$ cat src/design/brb_pkg.sv
`timescale 1ns / 1ps

package brb_pkg;

   // field widths of the ports
   localparam int CW = 11;   // counts, levels, capacity, ring positions
   localparam int DW = 8;    // one stored byte
   localparam int FW = 3;    // function code

   // saturation point of the accepted-in-burst counter
   localparam logic [CW-1:0] CntMax = 11'd2047;

   // function codes; anything above FN_QUERY acts as a level query
   localparam logic [FW-1:0] FN_PUSH  = 3'd0;
   localparam logic [FW-1:0] FN_READ  = 3'd1;
   localparam logic [FW-1:0] FN_PEEK  = 3'd2;
   localparam logic [FW-1:0] FN_SKIP  = 3'd3;
   localparam logic [FW-1:0] FN_FLUSH = 3'd4;
   localparam logic [FW-1:0] FN_QUERY = 3'd5;

   // one result word
   typedef struct packed {
      logic [DW-1:0] data_out;
      logic          has_data;
      logic [CW-1:0] count_done;
      logic [CW-1:0] level;
      logic          last;
   } rsp_type;

   // storage access from the sequencer, ring positions before address mapping
   typedef struct packed {
      logic          wr_en;
      logic [CW-1:0] wr_idx;
      logic [DW-1:0] wr_data;
      logic          rd_en;
      logic [CW-1:0] rd_idx;
   } mem_req_type;

   // ring advance: idx < cap and n <= cap, so one conditional subtract wraps
   function automatic logic [CW-1:0] wrap_add(input logic [CW-1:0] idx,
                                              input logic [CW-1:0] n,
                                              input logic [CW-1:0] cap);
      logic [CW:0] sum;
      sum = {1'b0, idx} + {1'b0, n};
      if (sum >= {1'b0, cap}) begin
         sum = sum - {1'b0, cap};
      end
      return sum[CW-1:0];
   endfunction

endpackage

$ cat src/design/brb_if.sv
`timescale 1ns / 1ps

// request channel
interface brb_req_if;
   import brb_pkg::*;
   logic          valid;
   logic          ready;
   logic [FW-1:0] func;
   logic [DW-1:0] data_in;
   logic          last_in;
   logic [CW-1:0] amount;

   modport source (output valid, func, data_in, last_in, amount, input ready);
   modport sink   (input valid, func, data_in, last_in, amount, output ready);
endinterface


// capacity register write channel
interface brb_csr_if;
   import brb_pkg::*;
   logic          valid;
   logic          ready;
   logic [CW-1:0] data;

   modport source (output valid, data, input ready);
   modport sink   (input valid, data, output ready);
endinterface

$ cat src/design/brb_ctrl.sv
`timescale 1ns / 1ps

module brb_ctrl #(
   parameter int DEPTH     = 1024,
   parameter int MAX_BURST = 64
) (
   input  logic                 clock,
   input  logic                 reset,
   brb_req_if.sink              req,
   brb_csr_if.sink              csr,
   input  logic                 room,
   output brb_pkg::mem_req_type mem_req,
   output logic                 stg_valid,
   output logic                 stg_byte,
   output brb_pkg::rsp_type     stg_res
);
   import brb_pkg::*;

   localparam int CapMax = (DEPTH > 2047) ? 2047 : DEPTH;
   localparam int RemW   = $clog2(MAX_BURST + 1);

   typedef enum logic [1:0] {
      ST_IDLE  = 2'b01,
      ST_BURST = 2'b10
   } state_type;

   state_type     state_ff, state_in;
   logic [CW-1:0] cap_ff, cap_in;
   logic [CW-1:0] rd_idx_ff, rd_idx_in;
   logic [CW-1:0] wr_idx_ff, wr_idx_in;
   logic [CW-1:0] fill_ff, fill_in;
   logic [CW-1:0] bacc_ff, bacc_in;
   logic [CW-1:0] pos_ff, pos_in;
   logic [CW-1:0] lvl_ff, lvl_in;
   logic [RemW-1:0] rem_ff, rem_in;
   logic [RemW-1:0] n_ff, n_in;
   logic          consume_ff, consume_in;
   logic          stg_valid_ff, stg_valid_in;
   logic          stg_byte_ff, stg_byte_in;
   rsp_type       stg_res_ff, stg_res_in;

   logic          req_accept;
   logic          csr_accept;
   logic [CW-1:0] cap_eff;
   logic          push_ok;
   logic [CW-1:0] bacc_next;
   logic [CW-1:0] n_lvl;
   logic [CW-1:0] n_burst;
   logic [CW-1:0] next_pos;
   logic [CW-1:0] next_lvl;

   // a pending capacity write holds off the request side
   assign req.ready  = (state_ff == ST_IDLE) && room && !csr.valid;
   assign csr.ready  = (state_ff == ST_IDLE);
   assign req_accept = req.valid && req.ready;
   assign csr_accept = csr.valid && csr.ready;

   assign stg_valid = stg_valid_ff;
   assign stg_byte  = stg_byte_ff;
   assign stg_res   = stg_res_ff;

   // capacity in force: zero acts as one, large values stop at the storage size, at most 2047
   always_comb begin
      if (cap_ff == '0) begin
         cap_eff = CW'(1);
      end else if (cap_ff > CW'(CapMax)) begin
         cap_eff = CW'(CapMax);
      end else begin
         cap_eff = cap_ff;
      end
   end

   // shared request arithmetic
   always_comb begin
      push_ok   = (fill_ff < cap_eff);
      bacc_next = bacc_ff;
      if (push_ok && (bacc_ff < CntMax)) begin
         bacc_next = bacc_ff + CW'(1);
      end
      n_lvl   = (req.amount < fill_ff) ? req.amount : fill_ff;
      n_burst = (n_lvl > CW'(MAX_BURST)) ? CW'(MAX_BURST) : n_lvl;
      next_pos = wrap_add(pos_ff, CW'(1), cap_eff);
      next_lvl = consume_ff ? (lvl_ff - CW'(1)) : lvl_ff;
   end

   // sequencer
   always_comb begin
      state_in     = state_ff;
      cap_in       = cap_ff;
      rd_idx_in    = rd_idx_ff;
      wr_idx_in    = wr_idx_ff;
      fill_in      = fill_ff;
      bacc_in      = bacc_ff;
      pos_in       = pos_ff;
      lvl_in       = lvl_ff;
      rem_in       = rem_ff;
      n_in         = n_ff;
      consume_in   = consume_ff;
      stg_valid_in = 1'b0;
      stg_byte_in  = 1'b0;
      stg_res_in   = '0;
      mem_req      = '0;

      if (csr_accept) begin
         // capacity write empties the ring, burst count kept
         cap_in    = csr.data;
         rd_idx_in = '0;
         wr_idx_in = '0;
         fill_in   = '0;
      end else if (req_accept) begin
         case (req.func)
            FN_PUSH: begin
               if (push_ok) begin
                  mem_req.wr_en   = 1'b1;
                  mem_req.wr_idx  = wr_idx_ff;
                  mem_req.wr_data = req.data_in;
                  wr_idx_in       = wrap_add(wr_idx_ff, CW'(1), cap_eff);
                  fill_in         = fill_ff + CW'(1);
               end
               bacc_in               = req.last_in ? '0 : bacc_next;
               stg_valid_in          = 1'b1;
               stg_res_in.has_data   = push_ok;
               stg_res_in.count_done = req.last_in ? bacc_next : '0;
               stg_res_in.level      = fill_in;
               stg_res_in.last       = 1'b1;
            end
            FN_READ, FN_PEEK: begin
               if (n_burst == '0) begin
                  stg_valid_in     = 1'b1;
                  stg_res_in.level = fill_ff;
                  stg_res_in.last  = 1'b1;
               end else begin
                  state_in   = ST_BURST;
                  pos_in     = rd_idx_ff;
                  lvl_in     = fill_ff;
                  rem_in     = n_burst[RemW-1:0];
                  n_in       = n_burst[RemW-1:0];
                  consume_in = (req.func == FN_READ);
               end
            end
            FN_SKIP: begin
               rd_idx_in             = wrap_add(rd_idx_ff, n_lvl, cap_eff);
               fill_in               = fill_ff - n_lvl;
               stg_valid_in          = 1'b1;
               stg_res_in.count_done = n_lvl;
               stg_res_in.level      = fill_in;
               stg_res_in.last       = 1'b1;
            end
            FN_FLUSH: begin
               wr_idx_in             = rd_idx_ff;
               fill_in               = '0;
               stg_valid_in          = 1'b1;
               stg_res_in.count_done = fill_ff;
               stg_res_in.last       = 1'b1;
            end
            default: begin
               stg_valid_in     = 1'b1;
               stg_res_in.level = fill_ff;
               stg_res_in.last  = 1'b1;
            end
         endcase
      end else if ((state_ff == ST_BURST) && room) begin
         // one byte read per cycle while the result queue has room, result fields travel alongside
         mem_req.rd_en       = 1'b1;
         mem_req.rd_idx      = pos_ff;
         pos_in              = next_pos;
         lvl_in              = next_lvl;
         rem_in              = rem_ff - RemW'(1);
         stg_valid_in        = 1'b1;
         stg_byte_in         = 1'b1;
         stg_res_in.has_data = 1'b1;
         stg_res_in.level    = next_lvl;
         if (rem_ff == RemW'(1)) begin
            state_in              = ST_IDLE;
            stg_res_in.count_done = CW'(n_ff);
            stg_res_in.last       = 1'b1;
            if (consume_ff) begin
               rd_idx_in = next_pos;
               fill_in   = next_lvl;
            end
         end
      end
   end

   // control state
   always_ff @(posedge clock) begin
      if (reset) begin
         state_ff     <= ST_IDLE;
         cap_ff       <= 11'd1024;
         rd_idx_ff    <= '0;
         wr_idx_ff    <= '0;
         fill_ff      <= '0;
         bacc_ff      <= '0;
         rem_ff       <= '0;
         stg_valid_ff <= 1'b0;
      end else begin
         state_ff     <= state_in;
         cap_ff       <= cap_in;
         rd_idx_ff    <= rd_idx_in;
         wr_idx_ff    <= wr_idx_in;
         fill_ff      <= fill_in;
         bacc_ff      <= bacc_in;
         rem_ff       <= rem_in;
         stg_valid_ff <= stg_valid_in;
      end
   end

   // burst context and staged result
   always_ff @(posedge clock) begin
      pos_ff      <= pos_in;
      lvl_ff      <= lvl_in;
      n_ff        <= n_in;
      consume_ff  <= consume_in;
      stg_byte_ff <= stg_byte_in;
      stg_res_ff  <= stg_res_in;
   end

endmodule
$ cat src/flat_wrapper.sv
// flat-port wrapper written by rule: the top's interface ports become plain ports
module brb_ctrl_flat import brb_pkg::*;
#(
   parameter int DEPTH     = 1024,
   parameter int MAX_BURST = 64
)
  (clock, reset, room, mem_req, stg_valid, stg_byte, stg_res, req_valid, req_func, req_data_in, req_last_in, req_amount, req_ready, csr_valid, csr_data, csr_ready);
  brb_req_if req_i ();
  brb_csr_if csr_i ();
  input  logic clock;
  input  logic reset;
  input  logic room;
  output brb_pkg::mem_req_type mem_req;
  output logic stg_valid;
  output logic stg_byte;
  output brb_pkg::rsp_type stg_res;
  input wire logic [$bits(req_i.valid)-1:0] req_valid;
  input wire logic [$bits(req_i.func)-1:0] req_func;
  input wire logic [$bits(req_i.data_in)-1:0] req_data_in;
  input wire logic [$bits(req_i.last_in)-1:0] req_last_in;
  input wire logic [$bits(req_i.amount)-1:0] req_amount;
  output wire logic [$bits(req_i.ready)-1:0] req_ready;
  input wire logic [$bits(csr_i.valid)-1:0] csr_valid;
  input wire logic [$bits(csr_i.data)-1:0] csr_data;
  output wire logic [$bits(csr_i.ready)-1:0] csr_ready;
  assign req_i.valid = req_valid;
  assign req_i.func = req_func;
  assign req_i.data_in = req_data_in;
  assign req_i.last_in = req_last_in;
  assign req_i.amount = req_amount;
  assign req_ready = req_i.ready;
  assign csr_i.valid = csr_valid;
  assign csr_i.data = csr_data;
  assign csr_ready = csr_i.ready;
  brb_ctrl #(.DEPTH(DEPTH), .MAX_BURST(MAX_BURST)) u_core (.clock(clock), .reset(reset), .req(req_i), .csr(csr_i), .room(room), .mem_req(mem_req), .stg_valid(stg_valid), .stg_byte(stg_byte), .stg_res(stg_res));
endmodule
$ cat config.mk
export PLATFORM = sky130hd
export DESIGN_NAME = brb_ctrl_flat
export DESIGN_NICKNAME = d
export VERILOG_FILES = /design/src/design/brb_pkg.sv /design/src/design/brb_if.sv /design/src/design/brb_ctrl.sv /design/src/flat_wrapper.sv
export SDC_FILE = /design/constraint.sdc
export NUM_CORES = 1
export LEC_CHECK = 0
export BUFFER_PORTS_ARGS = -buffer_cell sky130_fd_sc_hd__clkbuf_2
export CORE_UTILIZATION = 30
export DETAILED_ROUTE_END_ITERATION = 16
export PLACE_DENSITY_LB_ADDON = 0.2
export SLEW_MARGIN = 30
export SYNTH_ARGS = -nofsm -noshare
export SYNTH_HDL_FRONTEND = slang
export SYNTH_SLANG_ARGS = --single-unit
$ cat constraint.sdc
create_clock -name clock -period 6.5 [get_ports clock]
set_clock_uncertainty 0.2 [all_clocks]
set_input_delay 1.3 -clock clock [delete_from_list [all_inputs] [get_ports clock]]
set_output_delay 1.3 -clock clock [all_outputs]
set_load 0.01 [all_outputs]
# Word level (Yosys, flattened, before mapping)
# Cells that the tools add are included.
dict set report totals {
  regBits 120
  inputBits 39
  out_inout_bits 68
  word_cells 134
}
dict set report op_classes {
  addsub 11
  order_cmp 8
  eq_ne 12
  n_mux 60
  bitwise 2
  reduce_logical 24
}
# operator count
set op_table {}
lappend op_table {{two-way mux 11 bit} 30}
lappend op_table {{one-hot mux 11 bit (3 select lines)} 2}
lappend op_table {{two-way mux 20 bit} 3}
lappend op_table {{two-way mux 24 bit} 2}
lappend op_table {{one-hot mux 11 bit (4 select lines)} 1}
lappend op_table {{subtractor 11 bit} 4}
lappend op_table {{>= comparator 12 x 11 -> 1 bit} 3}
lappend op_table {{two-way mux 12 bit} 3}
lappend op_table {{two-way mux 7 bit} 5}
lappend op_table {{two-way mux 32 bit} 1}
lappend op_table {{adder 11 x 1 -> 12 bit (second input constant)} 2}
lappend op_table {{adder 11 x 1 -> 11 bit (second input constant)} 2}
lappend op_table {{logical NOT 11 bit} 2}
lappend op_table {{< comparator 11 bit} 2}
lappend op_table {{one-hot mux 11 bit (2 select lines)} 1}
lappend op_table {{AND reduction 4 bit} 4}
lappend op_table {{adder 11 x 11 -> 12 bit} 1}
lappend op_table {{> comparator 11 bit (second input constant)} 1}
lappend op_table {{> comparator 11 x 7 -> 1 bit (second input constant)} 1}
lappend op_table {{< comparator 11 bit (second input constant)} 1}
lappend op_table {{subtractor 11 x 1 -> 11 bit (second input constant)} 1}
lappend op_table {{two-way mux 2 bit} 5}
lappend op_table {{nonzero test 2 bit} 4}
lappend op_table {{== test 7 x 1 -> 1 bit (second input constant)} 1}
lappend op_table {{17 further kinds} 35}

# Depth between registers and ports, before layout
dict set report depth {
  depth_word 9
  ltp_mapped 30
  mapped_depth_nobuf 25
}

# Least setup slack after synthesis
# No wires, ideal clock.
dict set report synth_path {
  path_type {in2reg}
  startpoint {input port req_amount[8]}
  endpoint {register u_core.rd_idx_ff[8]}
  setup_time_ns 0.086
  arrival_ns 6.069
  required_time_ns 6.214
  path_slack_ns 0.146
  path_stages 27
  n_path_buf 4
  cell_sequence {ha_1 > a211oi_1 > o21ai_0 > a21oi_1 > o21a_1 > buf_2 > buf_2 > nor2_1 > a21oi_1 > inv_1 > ha_1 > nand3_1 > o2111ai_1 > and4_1 > o21a_1 > nor2_1 > xnor2_1 > ha_1 > a21o_1 > a211oi_1 > o21ai_0 > a211o_1 > clkbuf_1 > buf_1 > a21oi_1 > o22ai_1 > a211oi_1}
}
dict set report synth_between {
  elab_chain_len 7
  elab_cells_between_ends 8
  cone_classes {add/sub (2); order compare (2); mux (4)}
}
# item line_no
set synth_rtl {}
lappend synth_rtl {{from (decl)} flat_wrapper.sv:21} ;# input wire logic [$bits(req_i.amount)-1:0] req_amount;
lappend synth_rtl {{< comparator 11 bit} brb_ctrl.sv:80} ;# n_lvl = (req.amount < fill_ff) ? req.amount : fill_ff;
lappend synth_rtl {{two-way mux 11 bit *} brb_ctrl.sv:80}
lappend synth_rtl {{adder 11 x 11 -> 12 bit *} brb_pkg.sv:44} ;# sum = {1'b0, idx} + {1'b0, n};
lappend synth_rtl {{subtractor 11 bit or >= comparator 12 x 11 -> 1 bit (tied branches)} {brb_pkg.sv:46, brb_pkg.sv:45}}
lappend synth_rtl {{two-way mux 11 bit *} brb_pkg.sv:45} ;# if (sum >= {1'b0, cap}) begin
lappend synth_rtl {{two-way mux 11 bit *} brb_ctrl.sv:111} ;# case (req.func)
lappend synth_rtl {{two-way mux 11 bit *} brb_ctrl.sv:110} ;# end else if (req_accept) begin
lappend synth_rtl {{to (signal assigned)} brb_ctrl.sv:199} ;# rd_idx_ff <= rd_idx_in;
lappend synth_rtl {{to (decl)} brb_ctrl.sv:29} ;# logic [CW-1:0] rd_idx_ff, rd_idx_in;
# Every way passes the cells marked *; elsewhere a longest branch is shown, timed or not. The select of a mux whose other input is x is not followed.
# A chain may end at the register's enable or synchronous reset.

# Worst setup path in the final report
dict set report layout_path {
  startpoint {input port req_amount[4]}
  endpoint {register u_core.rd_idx_ff[8]}
}
# The elaborated chain is that of the path after synthesis.

==> results.py <==
metrics = {
    "yosys": {
        "synth.largest_area_cell": "dfxtp_1",
        "ys.flop_type": "dfxtp_1",
        "synth_top_area_share_pct": 18.05,
        "synth_edf_count": 30,
        "seq_area_frac_synth_pct": 27.07,
        "synth.distinct_cells": 80,
        "synth_area_um2": 9985,
        "ys_seq_elements": 120,
        "syn-instance-count": 1268,
        "ys_top_cells_by_area": "dfxtp_1, ha_1, edfxtp_1",
        "synthArstFlopShare_pct": 0,
        "ys_warn_count": 0,
        "syn_avg_cell_area_um2": 7.874,
    },
    "global_route": {
        "grt_max_degree": 41,
        "antenna_found_initial": 0,
        "overflow": 0,
        "gr-usage-all-layers_pct": 21.14,
        "grt.met1_usage_pct": 29.25,
        "met2_usage_pct": 32.78,
        "met3_usage_pct": 3.596,
        "grt_first_pass_wirelength_mm": 54.38,
        "grt_pass1_vias": 9265,
        "busiest_layer": "met2",
    },
    "worst_setup_path": {
        "cp.required_ns": 6.58,
        "reg2reg_from": "u_core.fill_ff[1]",
        "cp_top_family": "compound AO/OA/AOI/OAI gates",
        "cp_num_buf_inv": 5,
        "crit_start": "req_amount[4]",
        "critPathKind": "in2reg",
        "max_stage_delay_ns": 0.38,
        "path_max_fanout": 14,
        "endpoint_kind": "register",
        "critPathLaunchType": "primary input",
        "crit_slowest_cell": "fa_1",
        "arrival_ns": 6.24,
    },
    "clock_network": {
        "cts_sinks": 120,
        "htree_levels": 4,
        "clkTransAtPathRegs_ns": 0.06,
        "clkLatencyLatePin_ns": 0.43,
        "cts-root-buf": "clkbuf_16",
        "cts_buffers": 17,
        "cts_tree": "built",
        "post_cts_buffers": 0,
        "cts.path.max_buffers": 2,
    },
    "layout": {
        "layout_commonest_cell": "nand2_1",
        "n_antenna_cell": 0,
        "final_layout_size_suffix_gt1_share_pct": 15.37,
        "mostFrequentLayoutCells": "nand2_1, nor2_1, clkbuf_2",
        "fin_nets": 1498,
        "fin_util_pct": 35.99,
        "syn_to_final_growth_pct": 17.58,
    },
    "power_and_ir_drop": {
        "powerDensity_nw_per_um2": 186.3,
        "internal_power_mw": 1.563,
        "clkPwrFrac_pct": 44.5,
        "combPwrFrac_pct": 19.6,
        "swShare_pct": 28.53,
        "ir_worst_vdd_v": 0.0001316,
        "power.switching_uw": 624.0,
        "seq_power_share_pct": 35.8,
        "p_leak_nw": 4.898,
    },
    "detailed_routing": {
        "postRouteAntennaNets": 0,
        "wl_per_cell_um": 19.39,
        "drc": 0,
        "via_count": 9979,
        "firstDrtPassIters": 5,
        "viasPerCell": 5.459,
        "routed_wl_mm": 35.44,
        "drt_iter0_markers": 849,
    },
    "floorplanning": {
        "core_um2": 32620,
        "die-area_um2": 34020,
        "initial_core_util_pct": 30.61,
        "rows": 66,
        "boundaryPins": 107,
        "die_w_um": 184.4,
        "die_y_um": 184.4,
    },
    "timing": {
        "rsz0062_at_grt": "no",
        "period_needed_ns": 6.159,
        "worst_slew_pin_slew_ns": 1.023,
        "hold_viol_final": 0,
        "fin_tns_setup_ns": 0,
        "slew_violations": 0,
        "period_share_pct": 94.76,
        "clock.fmax_mhz": 162.4,
        "slew_headroom_pct": 30.95,
        "setup_viol": 0,
    },
    "hold_path": {
        "hp-class": "reg2reg",
        "hp-start": "u_core.wr_idx_ff[10]",
    },
    "job": {
        "maxCapViolCount": 0,
    },
    "status": {
        "status": "finished clean",
    },
    "place": {
        "port_buffers": 98,
        "hpwlAfterDp_mm": 26.79,
        "routabilityCongestion": 0.9086,
    },
}
## power by group through the flow
stage	logic, mW	registers [mW]	clock network (mW)
2_1_floorplan	0.299	0.797	0
3_3_place_gp	0.422	0.799	0
3_5_place_dp	0.422	0.799	0
4_1_cts	0.424	0.783	0.993
5_1_grt	0.472	0.784	1.02
6_report	0.430	0.783	0.974
## metrics by stage
step	area [um^2]	hold WS (ns)	power (mW)	cells	setup slack, ns
2_1_floorplan	10010	0.2283	1.096	1275	0.1458
3_3_place_gp	11140	0.2428	1.221	1796	0.1107
3_5_place_dp	11140	0.2470	1.221	1796	0.006714
4_1_cts	11730	0.2558	2.200	1828	0.4322
5_1_grt	11740	0.2712	2.275	1828	0.02855
6_report	11740	0.2544	2.187	1828	0.3409
## path summary, 6_finish.rpt
kind / end / slack, ns / depth (start not counted)
worst max register to register: u_core.rd_idx_ff[8] / 0.87 / 27
worst max-delay path: u_core.rd_idx_ff[8] / 0.34 / 27
worst min-delay path: u_core.wr_idx_ff[10] / 0.25 / 2
worst min register to register: u_core.wr_idx_ff[10] / 0.25 / 2
## cell usage after synthesis, types with 7 or more instances
cell	number
xnor2_1	48
a21oi_1	96
nand4_1	15
nand2_1	121
inv_1	53
nand3_1	53
a211o_1	11
o21ai_0	77
mux2i_1	17
ha_1	81
a31oi_1	8
a21o_1	21
o2111ai_1	7
o211ai_1	13
clkbuf_1	49
and3_1	26
a22oi_1	16
edfxtp_1	30
buf_4	9
nor3_1	39
a211oi_1	21
dfxtp_1	90
nor2_1	122
or3_1	21
xor2_1	31
or2_2	7
nor2b_1	7
o221ai_1	7
buf_2	7
and2_1	14
mux2_2	7
o21a_1	21
## kinds of logic after synthesis
group / share of synthesized area, %
flip-flops: 27.07
adder cells (fa/ha/maj): 11.15
other: 0.03756
XOR/XNOR: 6.930
AO/OA/AOI/OAI: 23.92
buffers and inverters: 5.200
AND/OR/NAND/NOR: 23.20
multiplexers: 2.494
## worst reg2reg max path, stage by stage, from the launching register on
cell	delay (ns)
dfxtp_1	0.31
buf_4	0.18
inv_1	0.14
ha_1	0.30
a211o_1	0.29
a21oi_1	0.18
o21a_1	0.21
buf_12	0.15
mux2i_1	0.11
inv_1	0.10
ha_1	0.21
inv_1	0.07
fa_1	0.38
nor2b_1	0.17
o2111ai_1	0.16
a31oi_1	0.27
a21o_1	0.16
a21oi_1	0.08
xnor2_1	0.22
ha_1	0.31
and3_1	0.21
o41a_1	0.13
a211o_1	0.38
buf_4	0.19
nor2_1	0.09
a21oi_1	0.05
o22ai_1	0.14
a211oi_1	0.07
## timing repair
action	CTS	global route
setup endpoints to repair	0	7
resized for setup	0	1
hold buffers	0	0
## metal layers
layer	vias to the layer above	routed length [um]	share of wire, %
met2	361	15550	44
met1	4723	16790	47
met4	0	857	2.4
met3	46	2235	6.3
li1	4849	-	-
met5	-	0	0
## flip-flops by register name, summed over array words and instances (netlist names), 2 cells and up
| name | flops |
|---|---|
| u_core.wr_idx_ff | 11 |
| u_core.rd_idx_ff | 11 |
| u_core.stg_res | 24 |
| u_core.lvl_ff | 11 |
| u_core.bacc_ff | 11 |
| u_core.fill_ff | 11 |
| u_core.cap_ff | 11 |
| u_core.n_ff | 7 |
| u_core.pos_ff | 11 |
| u_core.rem_ff | 7 |
| u_core.state_ff | 2 |
## layout make-up
cell class | count | area, um^2
Inverter | 55 | 206.4
Clock buffer | 21 | 461.7
Timing Repair Buffer | 149 | 885.9
Multi-Input combinational cell | 1030 | 6803
Tap cell | 442 | 553.0
Fill cell | 3444 | 20880
Clock inverter | 11 | 127.6
Sequential cell | 120 | 2703
(Power assumes the default switching activity.)
