## config.mk

```make
export PLATFORM = sky130hd
export DESIGN_NAME = brb_rsp_queue_flat
export DESIGN_NICKNAME = d
export VERILOG_FILES = /design/src/design/brb_pkg.sv /design/src/design/brb_if.sv /design/src/design/brb_rsp_queue.sv /design/src/flat_wrapper.sv
export SDC_FILE = /design/constraint.sdc
export NUM_CORES = 1
export LEC_CHECK = 0
export ABC_AREA = 1
export BUFFER_PORTS_ARGS = -buffer_cell sky130_fd_sc_hd__buf_2
export CAP_MARGIN = 20
export CORE_ASPECT_RATIO = 1.1
export CORE_MARGIN = 2
export CORE_UTILIZATION = 56
export CTS_CLUSTER_SIZE = 20
export DETAILED_ROUTE_END_ITERATION = 10
export MAX_ROUTING_LAYER = met4
export PLACE_DENSITY = 0.84
export SLEW_MARGIN = 30
export SYNTH_ARGS = -nofsm -noshare
export SYNTH_HDL_FRONTEND = slang
export SYNTH_SLANG_ARGS = --single-unit
export TNS_END_PERCENT = 100
```

## constraint.sdc

```tcl
create_clock -name clock -period 7.1 [get_ports clock]
set_clock_uncertainty 0.15 [all_clocks]
set_input_delay 0.71 -clock clock [delete_from_list [all_inputs] [get_ports clock]]
set_output_delay 0.71 -clock clock [all_outputs]
set_load 0.005 [all_outputs]
```

## src/design/brb_pkg.sv

```systemverilog
`timescale 1ns / 1ps

package brb_pkg;

   // field widths of the ports
   localparam int CW = 11;   // counts, levels, capacity, ring positions
   localparam int DW = 8;    // one stored byte
   localparam int FW = 3;    // function code

   // saturation point of the accepted-in-burst counter
   localparam logic [CW-1:0] CntMax = 11'd2047;

   // function codes; anything above FN_QUERY acts as a level query
   localparam logic [FW-1:0] FN_PUSH  = 3'd0;
   localparam logic [FW-1:0] FN_READ  = 3'd1;
   localparam logic [FW-1:0] FN_PEEK  = 3'd2;
   localparam logic [FW-1:0] FN_SKIP  = 3'd3;
   localparam logic [FW-1:0] FN_FLUSH = 3'd4;
   localparam logic [FW-1:0] FN_QUERY = 3'd5;

   // one result word
   typedef struct packed {
      logic [DW-1:0] data_out;
      logic          has_data;
      logic [CW-1:0] count_done;
      logic [CW-1:0] level;
      logic          last;
   } rsp_type;

   // storage access from the sequencer, ring positions before address mapping
   typedef struct packed {
      logic          wr_en;
      logic [CW-1:0] wr_idx;
      logic [DW-1:0] wr_data;
      logic          rd_en;
      logic [CW-1:0] rd_idx;
   } mem_req_type;

   // ring advance: idx < cap and n <= cap, so one conditional subtract wraps
   function automatic logic [CW-1:0] wrap_add(input logic [CW-1:0] idx,
                                              input logic [CW-1:0] n,
                                              input logic [CW-1:0] cap);
      logic [CW:0] sum;
      sum = {1'b0, idx} + {1'b0, n};
      if (sum >= {1'b0, cap}) begin
         sum = sum - {1'b0, cap};
      end
      return sum[CW-1:0];
   endfunction

endpackage

```

## src/design/brb_if.sv

```systemverilog


// result channel
interface brb_rsp_if;
   import brb_pkg::*;
   logic          valid;
   logic          ready;
   logic [DW-1:0] data_out;
   logic          has_data;
   logic [CW-1:0] count_done;
   logic [CW-1:0] level;
   logic          last;

   modport source (output valid, data_out, has_data, count_done, level, last,
                   input ready);
   modport sink   (input valid, data_out, has_data, count_done, level, last,
                   output ready);
endinterface


```

## src/design/brb_rsp_queue.sv

```systemverilog
`timescale 1ns / 1ps

module brb_rsp_queue (
   input  logic              clock,
   input  logic              reset,
   input  logic              push,
   input  brb_pkg::rsp_type  push_word,
   output logic [1:0]        count,
   brb_rsp_if.source         rsp
);
   import brb_pkg::*;

   rsp_type    slot_ff [2];
   logic       wr_ptr_ff, wr_ptr_in;
   logic       rd_ptr_ff, rd_ptr_in;
   logic [1:0] count_ff, count_in;
   logic       pop;
   rsp_type    head;

   assign pop  = rsp.valid && rsp.ready;
   assign head = slot_ff[rd_ptr_ff];

   // output side
   assign rsp.valid      = (count_ff != 2'd0);
   assign rsp.data_out   = head.data_out;
   assign rsp.has_data   = head.has_data;
   assign rsp.count_done = head.count_done;
   assign rsp.level      = head.level;
   assign rsp.last       = head.last;
   assign count          = count_ff;

   // pointer and occupancy update
   always_comb begin
      wr_ptr_in = push ? ~wr_ptr_ff : wr_ptr_ff;
      rd_ptr_in = pop  ? ~rd_ptr_ff : rd_ptr_ff;
      count_in  = count_ff + {1'b0, push} - {1'b0, pop};
   end

   always_ff @(posedge clock) begin
      if (reset) begin
         wr_ptr_ff <= 1'b0;
         rd_ptr_ff <= 1'b0;
         count_ff  <= 2'd0;
      end else begin
         wr_ptr_ff <= wr_ptr_in;
         rd_ptr_ff <= rd_ptr_in;
         count_ff  <= count_in;
      end
   end

   // payload slots
   always_ff @(posedge clock) begin
      if (push) begin
         slot_ff[wr_ptr_ff] <= push_word;
      end
   end

endmodule

```

## src/flat_wrapper.sv

```systemverilog
// flat-port wrapper written by rule: the top's interface ports become plain ports
module brb_rsp_queue_flat import brb_pkg::*;
  (clock, reset, push, push_word, count, rsp_valid, rsp_data_out, rsp_has_data, rsp_count_done, rsp_level, rsp_last, rsp_ready);
  brb_rsp_if rsp_i ();
  input  logic clock;
  input  logic reset;
  input  logic push;
  input  brb_pkg::rsp_type push_word;
  output logic [1:0] count;
  output wire logic [$bits(rsp_i.valid)-1:0] rsp_valid;
  output wire logic [$bits(rsp_i.data_out)-1:0] rsp_data_out;
  output wire logic [$bits(rsp_i.has_data)-1:0] rsp_has_data;
  output wire logic [$bits(rsp_i.count_done)-1:0] rsp_count_done;
  output wire logic [$bits(rsp_i.level)-1:0] rsp_level;
  output wire logic [$bits(rsp_i.last)-1:0] rsp_last;
  input wire logic [$bits(rsp_i.ready)-1:0] rsp_ready;
  assign rsp_valid = rsp_i.valid;
  assign rsp_data_out = rsp_i.data_out;
  assign rsp_has_data = rsp_i.has_data;
  assign rsp_count_done = rsp_i.count_done;
  assign rsp_level = rsp_i.level;
  assign rsp_last = rsp_i.last;
  assign rsp_i.ready = rsp_ready;
  brb_rsp_queue u_core (.clock(clock), .reset(reset), .push(push), .push_word(push_word), .count(count), .rsp(rsp_i));
endmodule
```

# After elaboration in Yosys (flattened, before gate mapping)
# Memories as Yosys holds them, arrays and structs flattened. A register that Yosys moved wholly into a read port is not among the register bits.
# Cells that the tools add are included.
[totals]
reg_bits = 4
ramBits = 64
in_bits = 36
out_inout_bits = 35
elab_cells = 14
n_memories = 1
[memory_table]
columns = ["memory", "depth", "word_bits", "rd", "rd_ports_with_merged_regs", "wr", "line_no", "rtl"]
rows = [
  ["u_core.slot_ff", 2, 32, 1, 1, 1, "brb_rsp_queue.sv:13", "rsp_type slot_ff [2];"],
]
[classes]
add_sub_neg = 2
muxes = 4
n_bitwise = 2
n_reduce_logical = 2
[ops]
columns = ["op", "count"]
rows = [
  ["2-to-1 mux 1 bit", 4],
  ["adder 2 x 1 -> 2 bit", 1],
  ["inverter 1 bit", 2],
  ["nonzero test 2 bit", 1],
  ["subtractor 2 x 1 -> 2 bit", 1],
  ["logical AND 1 bit", 1],
]

# Depth between registers and ports, before layout
# Gate-level depths: netlist of run 1.
[logic_depth]
ltp_word = 4
mapped_depth = 10
mapped_depth_nobuf = 10

# Worst setup path before layout of run 1
# OpenSTA, ideal clock, no wires.
[synth_path]
path_type = "input-to-reg"
startpoint = "input push"
endpoint = "memory u_core.slot_ff[0][0] (netlist bit) (enable)"
setup_ps = 422
t_arrival_ps = 2099
required_time_ps = 6528
slack_ps = 4429
stages = 2
n_path_buf = 0
path_cell_list = "inv_1 -> nor2_1"
[synth_via]
elab_chain_len = 2
[synth_rtl]
columns = ["item", "line_no", "rtl"]
rows = [
  ["start, declared", "flat_wrapper.sv:7", "input logic push;"],
  ["2-to-1 mux 1 bit", "brb_rsp_queue.sv:53", "if (push) begin"],
  ["2-to-1 mux 1 bit (not written as such)", "brb_rsp_queue.sv:54", "slot_ff[wr_ptr_ff] <= push_word;"],
  ["end, declared", "brb_rsp_queue.sv:13", ""],
]
# No other way between the ends.

==> results of run 1 <==
==> area by class of cell <==
cell class / count / area (µm²)
flip-flops and latches: 69 / 2026
fillers: 316 / 1425
clock inverters: 6 / 30.03
repair buffers: 71 / 357.8
clock buffers: 10 / 127.6
well taps: 56 / 70.07
multi-input cells: 53 / 581.8
inverters: 9 / 33.78
==> stage by stage <==
stage / hold WS [ns] / worst slack [ns] / power, µW / utilization
3_5_place_dp: 0.3509 / 4.874 / 711.5 / 0.6598
2_1_floorplan: 0.3175 / 4.429 / 658.6 / -
3_3_place_gp: 0.3344 / 4.663 / 707.3 / 0.6592
6_report: 0.3648 / 4.642 / 953.8 / 0.6937
5_1_grt: 0.3950 / 4.564 / 1004 / 0.6937
4_1_cts: 0.3634 / 4.611 / 964.2 / 0.6937
==> registers in the layout, indices dropped and copies added, names as in the netlist, named ones only <==
register          flops
u_core.count          2
u_core.slot_ff       64
u_core.rd_ptr_ff      1
u_core.wr_ptr_ff      1
==> power by group <==
group | total [µW] | internal [µW] | switching [µW]
clock network | 255 | 122 | 133
logic | 185 | 116 | 68.3
registers | 514 | 477 | 37.5
==> layer usage <==
layer / vias to the layer above / track usage
met5: - / -
met4: 0 / 0.08654
met3: 5 / 0.04599
met2: 43 / 0.2821
met1: 650 / 0.1750
li1: 658 / -
==> how the worst max path moves through the flow <==
| stage | from | to | slack, ns |
|---|---|---|---|
| 2_1_floorplan | push | u_core.slot_ff[0][0] | 4.43 |
| 3_3_place_gp | flop | rsp_data_out[7] | 4.66 |
| 3_5_place_dp | push | u_core.slot_ff[1][9] | 4.87 |
| 4_1_cts | flop | rsp_data_out[7] | 4.61 |
| 5_1_grt | flop | rsp_data_out[7] | 4.56 |
| 6_report | flop | rsp_data_out[7] | 4.64 |
==> cell usage in the layout (no fill, tap or decap) <==
| cell | instances |
|---|---|
| nor2_1 | 8 |
| dfxtp_4 | 1 |
| nand3_1 | 2 |
| clkinv_2 | 3 |
| nor3_1 | 1 |
| nor2_4 | 1 |
| edfxtp_1 | 64 |
| dfxtp_1 | 4 |
| clkinvlp_4 | 1 |
| clkbuf_8 | 9 |
| buf_4 | 1 |
| mux2_4 | 30 |
| nand2_1 | 6 |
| buf_2 | 70 |
| ha_1 | 2 |
| mux2_2 | 2 |
| clkinv_1 | 2 |
| clkbuf_1 | 1 |
| inv_1 | 9 |
| a21oi_1 | 1 |
==> kinds of logic after synthesis <==
family | after synthesis
buffers and inverters | 13
and+or+nand+nor | 18
DFF | 69
muxes | 32
AOI/OAI and AO/OA | 1
adders and majority gates | 2
==> worst max-delay path, delay by kind of cell, from the launching register on <==
family | cells | cell delay, ns
DFF | 1 | 0.72
buffers and inverters | 1 | 0.13
muxes | 1 | 0.40
==> metrics.md, run 1 <==
| Metric | Value |
|---|---|
| Outcome | `complete, no violations` |
| Synth Area in XOR/XNOR | `0` |
| Nets@finish | `251` |
| Layout Area Growth over Synthesis | `19.45%` |
| Critical path class | `reg -> out` |
| Finished Layout Cells | `274` |
| Htree depth | `3` |
| Register area share after synthesis | `0.7485` |
| Hold Crit Depth | `2` |
| Cell area after synthesis | `0.002701 mm²` |
| Adder-cell share of the synthesized area | `0.009264` |
| Uppermost layer routed | `met4` |
| Cells after Synth | `135` |
| Post-DP HPWL | `2689 µm` |
| Compound-gate portion of the synthesized area | `0.001853` |
| Simple-Gate Fraction of Synth Area | `0.02640` |
| Detailed router's first-iteration violation count | `102` |
| Via count | `1356` |
| Die H | `76.85 µm` |
| Total of max-cap violations | `0` |
| Routed Antenna Nets | `0` |
| Max stage delay cell, worst path | `dfxtp_4` |
| FP Rows | `26` |
| Fraction of synthesized area in multiplexers | `0.1751` |
| RSZ-0062 raised after global routing | `false` |
| Io pins | `71` |
| Root Driver | `clkbuf_8` |
| Post-Syn Nets | `173` |
| Gpl congestion | `0.7122` |
| First-pass GRT wire length | `6417 µm` |
| CTS Buf Count | `9` |
| Design area | `0.003227 mm²` |
| Die width | `70.22 µm` |
| Largest family of logic cells by synthesized area | `multiplexers` |
| DR WL met3 | `187 µm` |
| FMAX | `406.8 MHz` |
| Reg clk slew, reported paths | `0.07 ns` |
| Worst r2r path cells | `3` |
| R2R Setup Slk | `5.34 ns` |
| Fin crit share | `0.3462` |
| Post-synth EDFFs | `64` |
| Core footprint | `0.004652 mm²` |
| Worst Max-Slew Pin Slew | `0.8884 ns` |
| Post-CTS sizing | `0` |
| Power density over the cells | `295.6 mW/mm²` |
| Full die area | `0.005396 mm²` |
| WL per Instance | `14.54 µm` |
| Top cell type's share of synthesized area | `0.7114` |
| Worst path required time | `6.24 ns` |
| Reg2Reg Capture Point | `u_core.slot_ff[1][1]` |
| Total iterations of the first detailed-routing run | `4` |
| Skew-Pair Late Insertion Delay | `0.32 ns` |
| Initial antenna violation count | `0` |
| CTS tree | `yes` |
| DRC | `0` |
| Metal2 WL | `2174 µm` |
| Ranking of synthesized cells by area | `edfxtp_1, mux2_4, dfxtp_1, buf_12, inv_1` |
| Most frequent cell after synthesis | `edfxtp_1` |
| Ordered cell list for the critical path | `mux2_2 > buf_2` |
| Ant. Diodes | `0` |
| Hold Path Origin | `u_core.rd_ptr_ff` |
| Inst Count DP | `258` |
| #FFs+latches synth | `69` |
| Synth async-reset ratio | `0` |
| Worst Path Arrival | `1.60 ns` |
| Overall Global Routing Usage | `0.1661` |
| Slew headroom | `0.4063` |
| Final count of pins violating max slew | `0` |
| CTS sink count | `69` |
| Overflow after GRT | `0` |
| Hold Buf Count CTS | `0` |
| Peak supply drop | `0.0001790 V` |
| Crit end category | `output pin` |
| Final Setup Violations | `0` |
| Leak | `0.001332 µW` |
| Synth warnings | `0` |
| Post-CTS Setup Repair Bufs | `0` |
| Netlist cell types | `13` |
| Mean Syn Cell Area | `20.01 µm²` |
| Crit path time final | `2.458 ns` |
| FF-to-FF Start | `u_core.wr_ptr_ff` |
| Port Buf Inserts | `70` |
| Hold Vio Cnt, Final | `0` |
| Pin count of the biggest net entering global routing | `33` |
| Maximum clock path buffer count | `2` |
| Crit path max fanout | `32` |
| Vias per cell | `4.949` |
| Layout cells sized above 1 | `0.5413` |
| CP startpoint kind | `flop` |
| Hold Path Class | `reg -> reg` |
| Routed wire length | `3984 µm` |
| Setup TNS | `0 ns` |
| Metal-1 WL | `1567 µm` |
| Initial Util | `0.5807` |
| CP peak stage delay | `0.72 ns` |
| Largest area contributor in the netlist | `edfxtp_1` |
| Post-synth top cells | `edfxtp_1, mux2_4, inv_1, nor2_1, nand2_1` |
| Most common flop cell mapped by yosys | `edfxtp_1` |
| Vias in the first global route | `1386` |
| Placed inst area | `0.003069 mm²` |
Note: power is estimated with default switching activity, not from simulation.
==> inputs of run 2 (changes only) <==
--- a/config.mk
+++ b/config.mk
@@ -10,11 +10,11 @@
 export CAP_MARGIN = 20
 export CORE_ASPECT_RATIO = 1.1
 export CORE_MARGIN = 2
-export CORE_UTILIZATION = 56
+export CORE_UTILIZATION = 47
 export CTS_CLUSTER_SIZE = 20
 export DETAILED_ROUTE_END_ITERATION = 10
 export MAX_ROUTING_LAYER = met4
-export PLACE_DENSITY = 0.84
+export PLACE_DENSITY = 0.75
 export SLEW_MARGIN = 30
 export SYNTH_ARGS = -nofsm -noshare
 export SYNTH_HDL_FRONTEND = slang
==> constraint.sdc (replaced) <==
create_clock -name clock -period 2.1 [get_ports clock]
set_clock_uncertainty 0.15 [all_clocks]
set_input_delay 0.21 -clock clock [delete_from_list [all_inputs] [get_ports clock]]
set_output_delay 0.21 -clock clock [all_outputs]
set_load 0.005 [all_outputs]
==> metrics.md, run 2 (synthesized netlist as in run 1, its figures left out) <==
| Metric | Value |
|---|---|
| Vias in the first global route | `1546 (+12%)` |
| Fin crit share | `0.8569` |
| Skew-Pair Late Insertion Delay | `0.33 ns (about the same)` |
| Final Setup Violations | `0 (unchanged)` |
| Fill cells | `389 (+23%)` |
| Slew headroom | `0.7168 (+0.3105)` |
| Maximum clock path buffer count | `2 (unchanged)` |
| Routed wire length | `4503 µm (+13%)` |
| Uppermost layer routed | `met4` |
| CP peak stage delay | `0.37 ns (-0.35 ns)` |
| Post-CTS sizing | `0 (unchanged)` |
| Hold Path Class | `in -> reg` |
| Crit end category | `output pin` |
| Delay-heaviest family, CP | `buffers and inverters` |
| FP Rows | `28 (+7.7%)` |
| Hold Vio Cnt, Final | `0 (unchanged)` |
| Worst Max-Slew Pin Slew | `0.4248 ns (-0.4636 ns)` |
| Leak | `0.001521 µW (+14%)` |
| CP Buf/Inv Count | `2 (+1)` |
| Worst path required time | `1.74 ns (-4.50 ns)` |
| Post-DP HPWL | `2989 µm (+11%)` |
| FMAX | `555.7 MHz` |
| Ant. Diodes | `0 (unchanged)` |
| Nets@finish | `287 (+14%)` |
| Overflow after GRT | `0 (unchanged)` |
| CTS Buf Count | `9 (unchanged)` |
| Tot Pwr | `3657 µW (+280%)` |
| RSZ-0062 raised after global routing | `false` |
| Root Driver | `clkbuf_8` |
| Hold WS | `0.02258 ns (-0.3422 ns)` |
| Post-CTS Setup Repair Bufs | `0 (unchanged)` |
| Core footprint | `0.005465 mm² (+17%)` |
| WL per Instance | `13.69 µm (-5.9%)` |
| Initial Util | `0.4943 (-0.08641)` |
| Max stage delay cell, worst path | `mux2_2` |
| Max FFs per register | `64 (unchanged)` |
| Most frequent cells in the layout | `buf_2, edfxtp_1, dlygate4sd3_1, mux2_4` |
| Crit path max fanout | `16 (-50%)` |
| CTS tree | `yes` |
| Worst Path Arrival | `1.44 ns (-0.16 ns)` |
| Layout Area Growth over Synthesis | `36.41%` |
| Ordered cell list for the critical path | `buf_4 > mux2_2 > buf_2` |
| Die width | `76.29 µm (+8.6%)` |
| Metal-1 WL | `1748 µm (+12%)` |
| Initial antenna violation count | `0 (unchanged)` |
| Largest reg by FF count | `u_core.slot_ff` |
| Total iterations of the first detailed-routing run | `4 (unchanged)` |
| Pin count of the biggest net entering global routing | `33 (unchanged)` |
| Routed Antenna Nets | `0 (unchanged)` |
| Detailed router's first-iteration violation count | `55 (-46%)` |
| Final count of pins violating max slew | `0 (unchanged)` |
| Reg clk slew, reported paths | `0.07 ns (about the same)` |
| Pre-CTS setup slack | `0.5468 ns (-4.328 ns)` |
| CTS sink count | `69 (unchanged)` |
| PnR worst setup slack | `0.3005 ns (-4.341 ns)` |
| Critical path class | `reg -> out` |
| Setup TNS | `0 ns (unchanged)` |
| CP startpoint kind | `flop` |
| DRC | `0 (unchanged)` |
| Peak supply drop | `0.0007817 V (+340%)` |
| Io pins | `71 (unchanged)` |
| Die H | `83.51 µm (+8.7%)` |
| Layout cells sized above 1 | `0.4724 (-0.06884)` |
| Overall Global Routing Usage | `0.1533 (-0.01274)` |
| Vias per cell | `4.541 (-8.2%)` |
| Port Buf Inserts | `70 (unchanged)` |
| Crit path time final | `1.800 ns` |
| Power density over the cells | `992.5 mW/mm² (+240%)` |
| First-pass GRT wire length | `7058 µm (+10%)` |
| Hold Buf Count CTS | `33 (+33)` |
| Full die area | `0.006371 mm² (+18%)` |
| Via count | `1494 (+10%)` |
| Outcome | `complete, no violations` |
| Gpl congestion | `0.6867 (-3.6%)` |
| Htree depth | `3 (unchanged)` |
| Metal2 WL | `2482 µm (+14%)` |
| Commonest non-fill, non-tap cell in the layout | `buf_2` |
| DR WL met3 | `187 µm (unchanged)` |
| Total of max-cap violations | `0 (unchanged)` |
## run 2: changes by cell type in the layout (fill, tap and decap cells not counted), moves of 2 or more
cell / delta
buf_4: +2
bufinv_16: +3
clkinv_2: -3
dlygate4sd3_1: +33
## run 2: worst paths after layout
path | from | slack, ns | depth (start not counted) | to
min reg2reg | u_core.rd_ptr_ff | 0.36 | 2 | u_core.rd_ptr_ff
max reg2reg | u_core.count[1] | 0.50 | 8 | u_core.count[1]
max | flop | 0.30 | 3 | rsp_data_out[7]
min | push | 0.02 | 3 | u_core.wr_ptr_ff
## run 2: area by class of cell
cell class / count / area, µm² / share of cell area
Sequential cell: 69 / 2023 / 0.5491
Clock inverter: 6 / 101.3 / 0.02750
Timing Repair Buffer: 107 / 723.2 / 0.1963
Tap cell: 75 / 93.84 / 0.02547
Clock buffer: 10 / 127.6 / 0.03463
Inverter: 9 / 33.78 / 0.009168
Multi-Input combinational cell: 53 / 581.8 / 0.1579
## run 2: worst register-to-register path, cell delays in order, from the launching register on
cell and delay (ns):
dfxtp_1 0.38, nor2_1 0.06, nor2_1 0.13, ha_1 0.25
inv_1 0.06, ha_1 0.15, nand2_1 0.07, a21oi_1 0.16
nor2_1 0.07
## run 2: where the power goes
| part | switching (µW) | internal [µW] | leakage (µW) |
|---|---|---|---|
| logic | 342 | 450 | 0.000765 |
| registers | 37.8 | 1610 | 0.000643 |
| clock network | 441 | 777 | 0.000113 |
| total | 821 | 2840 | 0.00152 |
## run 2: stage by stage
stage / utilization / instance area (µm²) / instances
5_1_grt: 0.6742 / 3685 / 329
3_5_place_dp: 0.5719 / 3126 / 280
4_1_cts: 0.6742 / 3685 / 329
3_3_place_gp: 0.5719 / 3126 / 280
2_1_floorplan: - / 2704 / 135
6_report: 0.6742 / 3685 / 329
## run 2: layer usage
layer | track usage | up-vias
met5 | - | -
li1 | - | 730
met1 | 0.1563 | 707
met2 | 0.2582 | 51
met4 | 0.1041 | 0
met3 | 0.04004 | 6
==> inputs of run 3 (changes only) <==
--- a/config.mk
+++ b/config.mk
@@ -5,16 +5,15 @@
 export SDC_FILE = /design/constraint.sdc
 export NUM_CORES = 1
 export LEC_CHECK = 0
-export ABC_AREA = 1
 export BUFFER_PORTS_ARGS = -buffer_cell sky130_fd_sc_hd__buf_2
 export CAP_MARGIN = 20
 export CORE_ASPECT_RATIO = 1.1
 export CORE_MARGIN = 2
-export CORE_UTILIZATION = 47
+export CORE_UTILIZATION = 46
 export CTS_CLUSTER_SIZE = 20
 export DETAILED_ROUTE_END_ITERATION = 10
 export MAX_ROUTING_LAYER = met4
-export PLACE_DENSITY = 0.75
+export PLACE_DENSITY = 0.74
 export SLEW_MARGIN = 30
 export SYNTH_ARGS = -nofsm -noshare
 export SYNTH_HDL_FRONTEND = slang
==> metrics.md, run 3 <==
| Metric | Value |
|---|---|
| Routed wire length | `4475 µm (-0.62%)` |
| Cells after Synth | `122 (-9.6%)` |
| Overflow after GRT | `0 (unchanged)` |
| Nets@finish | `275 (-4.2%)` |
| Post-synth EDFFs | `64 (unchanged)` |
| Commonest non-fill, non-tap cell in the layout | `buf_2` |
| Hold Crit Depth | `3 (unchanged)` |
| Critical path class | `reg -> out` |
| Layout cells sized above 1 | `0.5124 (+0.03996)` |
| Post-synth top cells | `edfxtp_1, mux2_2, mux2_4` |
| Reg clk slew, reported paths | `0.06 ns (about the same)` |
| Most frequent cells in the layout | `buf_2, edfxtp_1, dlygate4sd3_1, mux2_2, clkbuf_8` |
| Vias per cell | `4.571 (+0.66%)` |
| Crit path max fanout | `32 (+16)` |
| Final Setup Violations | `0 (unchanged)` |
| Worst Path Arrival | `1.38 ns (-0.06 ns)` |
| Worst Max-Slew Pin Slew | `0.2533 ns (-0.1716 ns)` |
| Crit path time final | `1.737 ns (-0.06274 ns)` |
| Power density over the cells | `974.2 mW/mm² (-1.8%)` |
| Tot Pwr | `3486 µW (-4.7%)` |
| FMAX | `575.8 MHz (+3.6%)` |
| Mean Syn Cell Area | `21.26 µm² (+6.2%)` |
| Cell area after synthesis | `0.002594 mm² (-4.0%)` |
| CTS tree | `yes` |
| Total iterations of the first detailed-routing run | `4 (unchanged)` |
| Layout Area Growth over Synthesis | `37.96%` |
| Maximum clock path buffer count | `2 (unchanged)` |
| CP startpoint kind | `flop` |
| Top cell type's share of synthesized area | `0.7410 (+0.02951)` |
| Fraction of synthesized area in multiplexers | `0.1592 (-0.01589)` |
| Simple-Gate Fraction of Synth Area | `0.01640 (-0.01000)` |
| Crit end category | `output pin` |
| Finished Layout Cells | `317 (-3.6%)` |
| Worst path required time | `1.74 ns (about the same)` |
| Full die area | `0.006256 mm² (-1.8%)` |
| CP peak stage delay | `0.37 ns (about the same)` |
| Overall Global Routing Usage | `0.1572 (+0.003853)` |
| Via count | `1449 (-3.0%)` |
| Gpl congestion | `0.6609 (-3.8%)` |
| Port Buf Inserts | `70 (unchanged)` |
| DRC | `0 (unchanged)` |
| Initial antenna violation count | `0 (unchanged)` |
| Htree depth | `3 (unchanged)` |
| CTS Buf Count | `9 (unchanged)` |
| Die H | `82.76 µm (-0.90%)` |
| First-pass GRT wire length | `6651 µm (-5.8%)` |
| Synth Area in XOR/XNOR | `0.01206 (+0.01206)` |
| Leak | `0.001407 µW (-7.5%)` |
| Root Driver | `clkbuf_8` |
| Max stage delay cell, worst path | `mux2_2` |
| Inst Count DP | `268 (-4.3%)` |
| Hold Path Class | `in -> reg` |
| Final Core Density | `0.6633 (-0.01096)` |
| Register area | `0.002023 mm² (unchanged)` |
| Post-CTS sizing | `0 (unchanged)` |
| Core footprint | `0.005395 mm² (-1.3%)` |
| Post-DP HPWL | `2821 µm (-5.6%)` |
| Slew headroom | `0.8312 (+0.1144)` |
| Max FFs per register | `64 (unchanged)` |
| Multi-input gate area | `526.8 µm² (-9.5%)` |
| Ranking of synthesized cells by area | `edfxtp_1, mux2_2, mux2_4, dfxtp_1, buf_6` |
| Hold Vio Cnt, Final | `0 (unchanged)` |
| Vias in the first global route | `1456 (-5.8%)` |
| Outcome | `complete, no violations` |
| Ordered cell list for the critical path | `buf_12 > mux2_2 > buf_2` |
| Final count of pins violating max slew | `0 (unchanged)` |
| Netlist cell types | `14 (+1)` |
| Routed Antenna Nets | `0 (unchanged)` |
| Detailed router's first-iteration violation count | `67 (+22%)` |
| RSZ-0062 raised after global routing | `false` |
| Most common flop cell mapped by yosys | `edfxtp_1` |
| #FFs+latches synth | `69 (unchanged)` |
| Adder-cell share of the synthesized area | `0.009648 (+0.0003843)` |
| Total of max-cap violations | `0 (unchanged)` |
| Pin count of the biggest net entering global routing | `33 (unchanged)` |
| Register area share after synthesis | `0.7795 (+0.03105)` |
| Largest reg by FF count | `u_core.slot_ff` |
| Synth warnings | `0 (unchanged)` |
| Setup TNS | `0 ns (unchanged)` |
| Most frequent cell after synthesis | `edfxtp_1` |
| Io pins | `71 (unchanged)` |
| Fill cells | `416 (+6.9%)` |
| Compound-gate portion of the synthesized area | `0.002894 (+0.001042)` |
| Largest area contributor in the netlist | `edfxtp_1` |
| Die width | `75.60 µm (-0.90%)` |
| WL per Instance | `14.12 µm (+3.1%)` |
| Largest family of logic cells by synthesized area | `multiplexers` |
| CTS sink count | `69 (unchanged)` |
| Synth async-reset ratio | `0 (unchanged)` |
| Initial Util | `0.4808 (-0.01353)` |
| Peak supply drop | `0.0006796 V (-13%)` |
| Worst r2r path cells | `6 (-2)` |
| Skew-Pair Late Insertion Delay | `0.32 ns (about the same)` |
| FP Rows | `28 (unchanged)` |
| Post-Syn Nets | `160 (-7.5%)` |
| Ant. Diodes | `0 (unchanged)` |
| Fin crit share | `0.8270 (-0.02987)` |
-- run 3: cell types whose count changed after synthesis, sizes merged, moves of 2 or more --
cell / delta
nand2: -6
nand3: -2
mux2: +2
inv: -7
nor2b: +3
nor2: -6
-- run 3: critical path: cells and delay by family, from the launching register on --
| kind | cells | cell delay [ns] |
|---|---|---|
| DFF | 1 | 0.34 |
| muxes | 1 | 0.37 |
| buffers and inverters | 2 | 0.35 |
-- run 3: timing repair --
action | CTS | global route
hold buffers | 33 | 0
buffers inserted | 0 | 0
hold endpoints to repair | 67 | 0
-- run 3: metal layers --
layer  global-route usage  routed length (µm)  share of wire
met5                    -                   0              0
met4              0.07895                  70          0.016
met3              0.04490                 150          0.034
met2               0.2635                2362           0.53
met1               0.1694                1891           0.42
-- run 3: cell type report --
type	instances	area share
clock inverter	2	0.009441
inverter	2	0.002098
tap	75	0.02622
sequential	69	0.5654
timing repair buffer	108	0.2042
clock buffer	14	0.04545
multi-input combinational	47	0.1472
-- run 3: worst paths after layout --
path	from	end	slack (ns)
worst min register to register	u_core.wr_ptr_ff	u_core.wr_ptr_ff	0.43
worst min-delay path	push	u_core.wr_ptr_ff	0.04
worst max register to register	u_core.count[1]	u_core.count[1]	0.54
worst max-delay path	flop	rsp_level[8]	0.36
-- run 3: power breakdown --
part	switching [µW]	leakage [µW]	internal, µW
Combinational	305	0.000666	461
Clock	440	0.0000983	612
Sequential	45.0	0.000642	1620
Total	791	0.00141	2700
-- run 3: cell families (layout without fill, tap and decap cells) --
| logic type | count (synthesis) | in the layout |
|---|---|---|
| AOI/OAI and AO/OA | 1 | 1 |
| muxes | 34 | 34 |
| buffers and inverters | 6 | 126 |
| DFF | 69 | 69 |
| xor gates and xnor gates | 2 | 2 |
| adders and majority gates | 2 | 2 |
| and+or+nand+nor | 8 | 8 |
-- run 3: stage by stage --
step / cell area (µm²) / hold WS, ns / worst slack, ns
4_1_cts: 3578 / 0.02591 / 0.3298
5_1_grt: 3578 / 0.06201 / 0.3003
6_report: 3578 / 0.03794 / 0.3632
2_1_floorplan: 2596 / 0.1316 / 0.3626
3_5_place_dp: 3052 / 0.2532 / 0.5483
3_3_place_gp: 3052 / 0.2480 / 0.5990
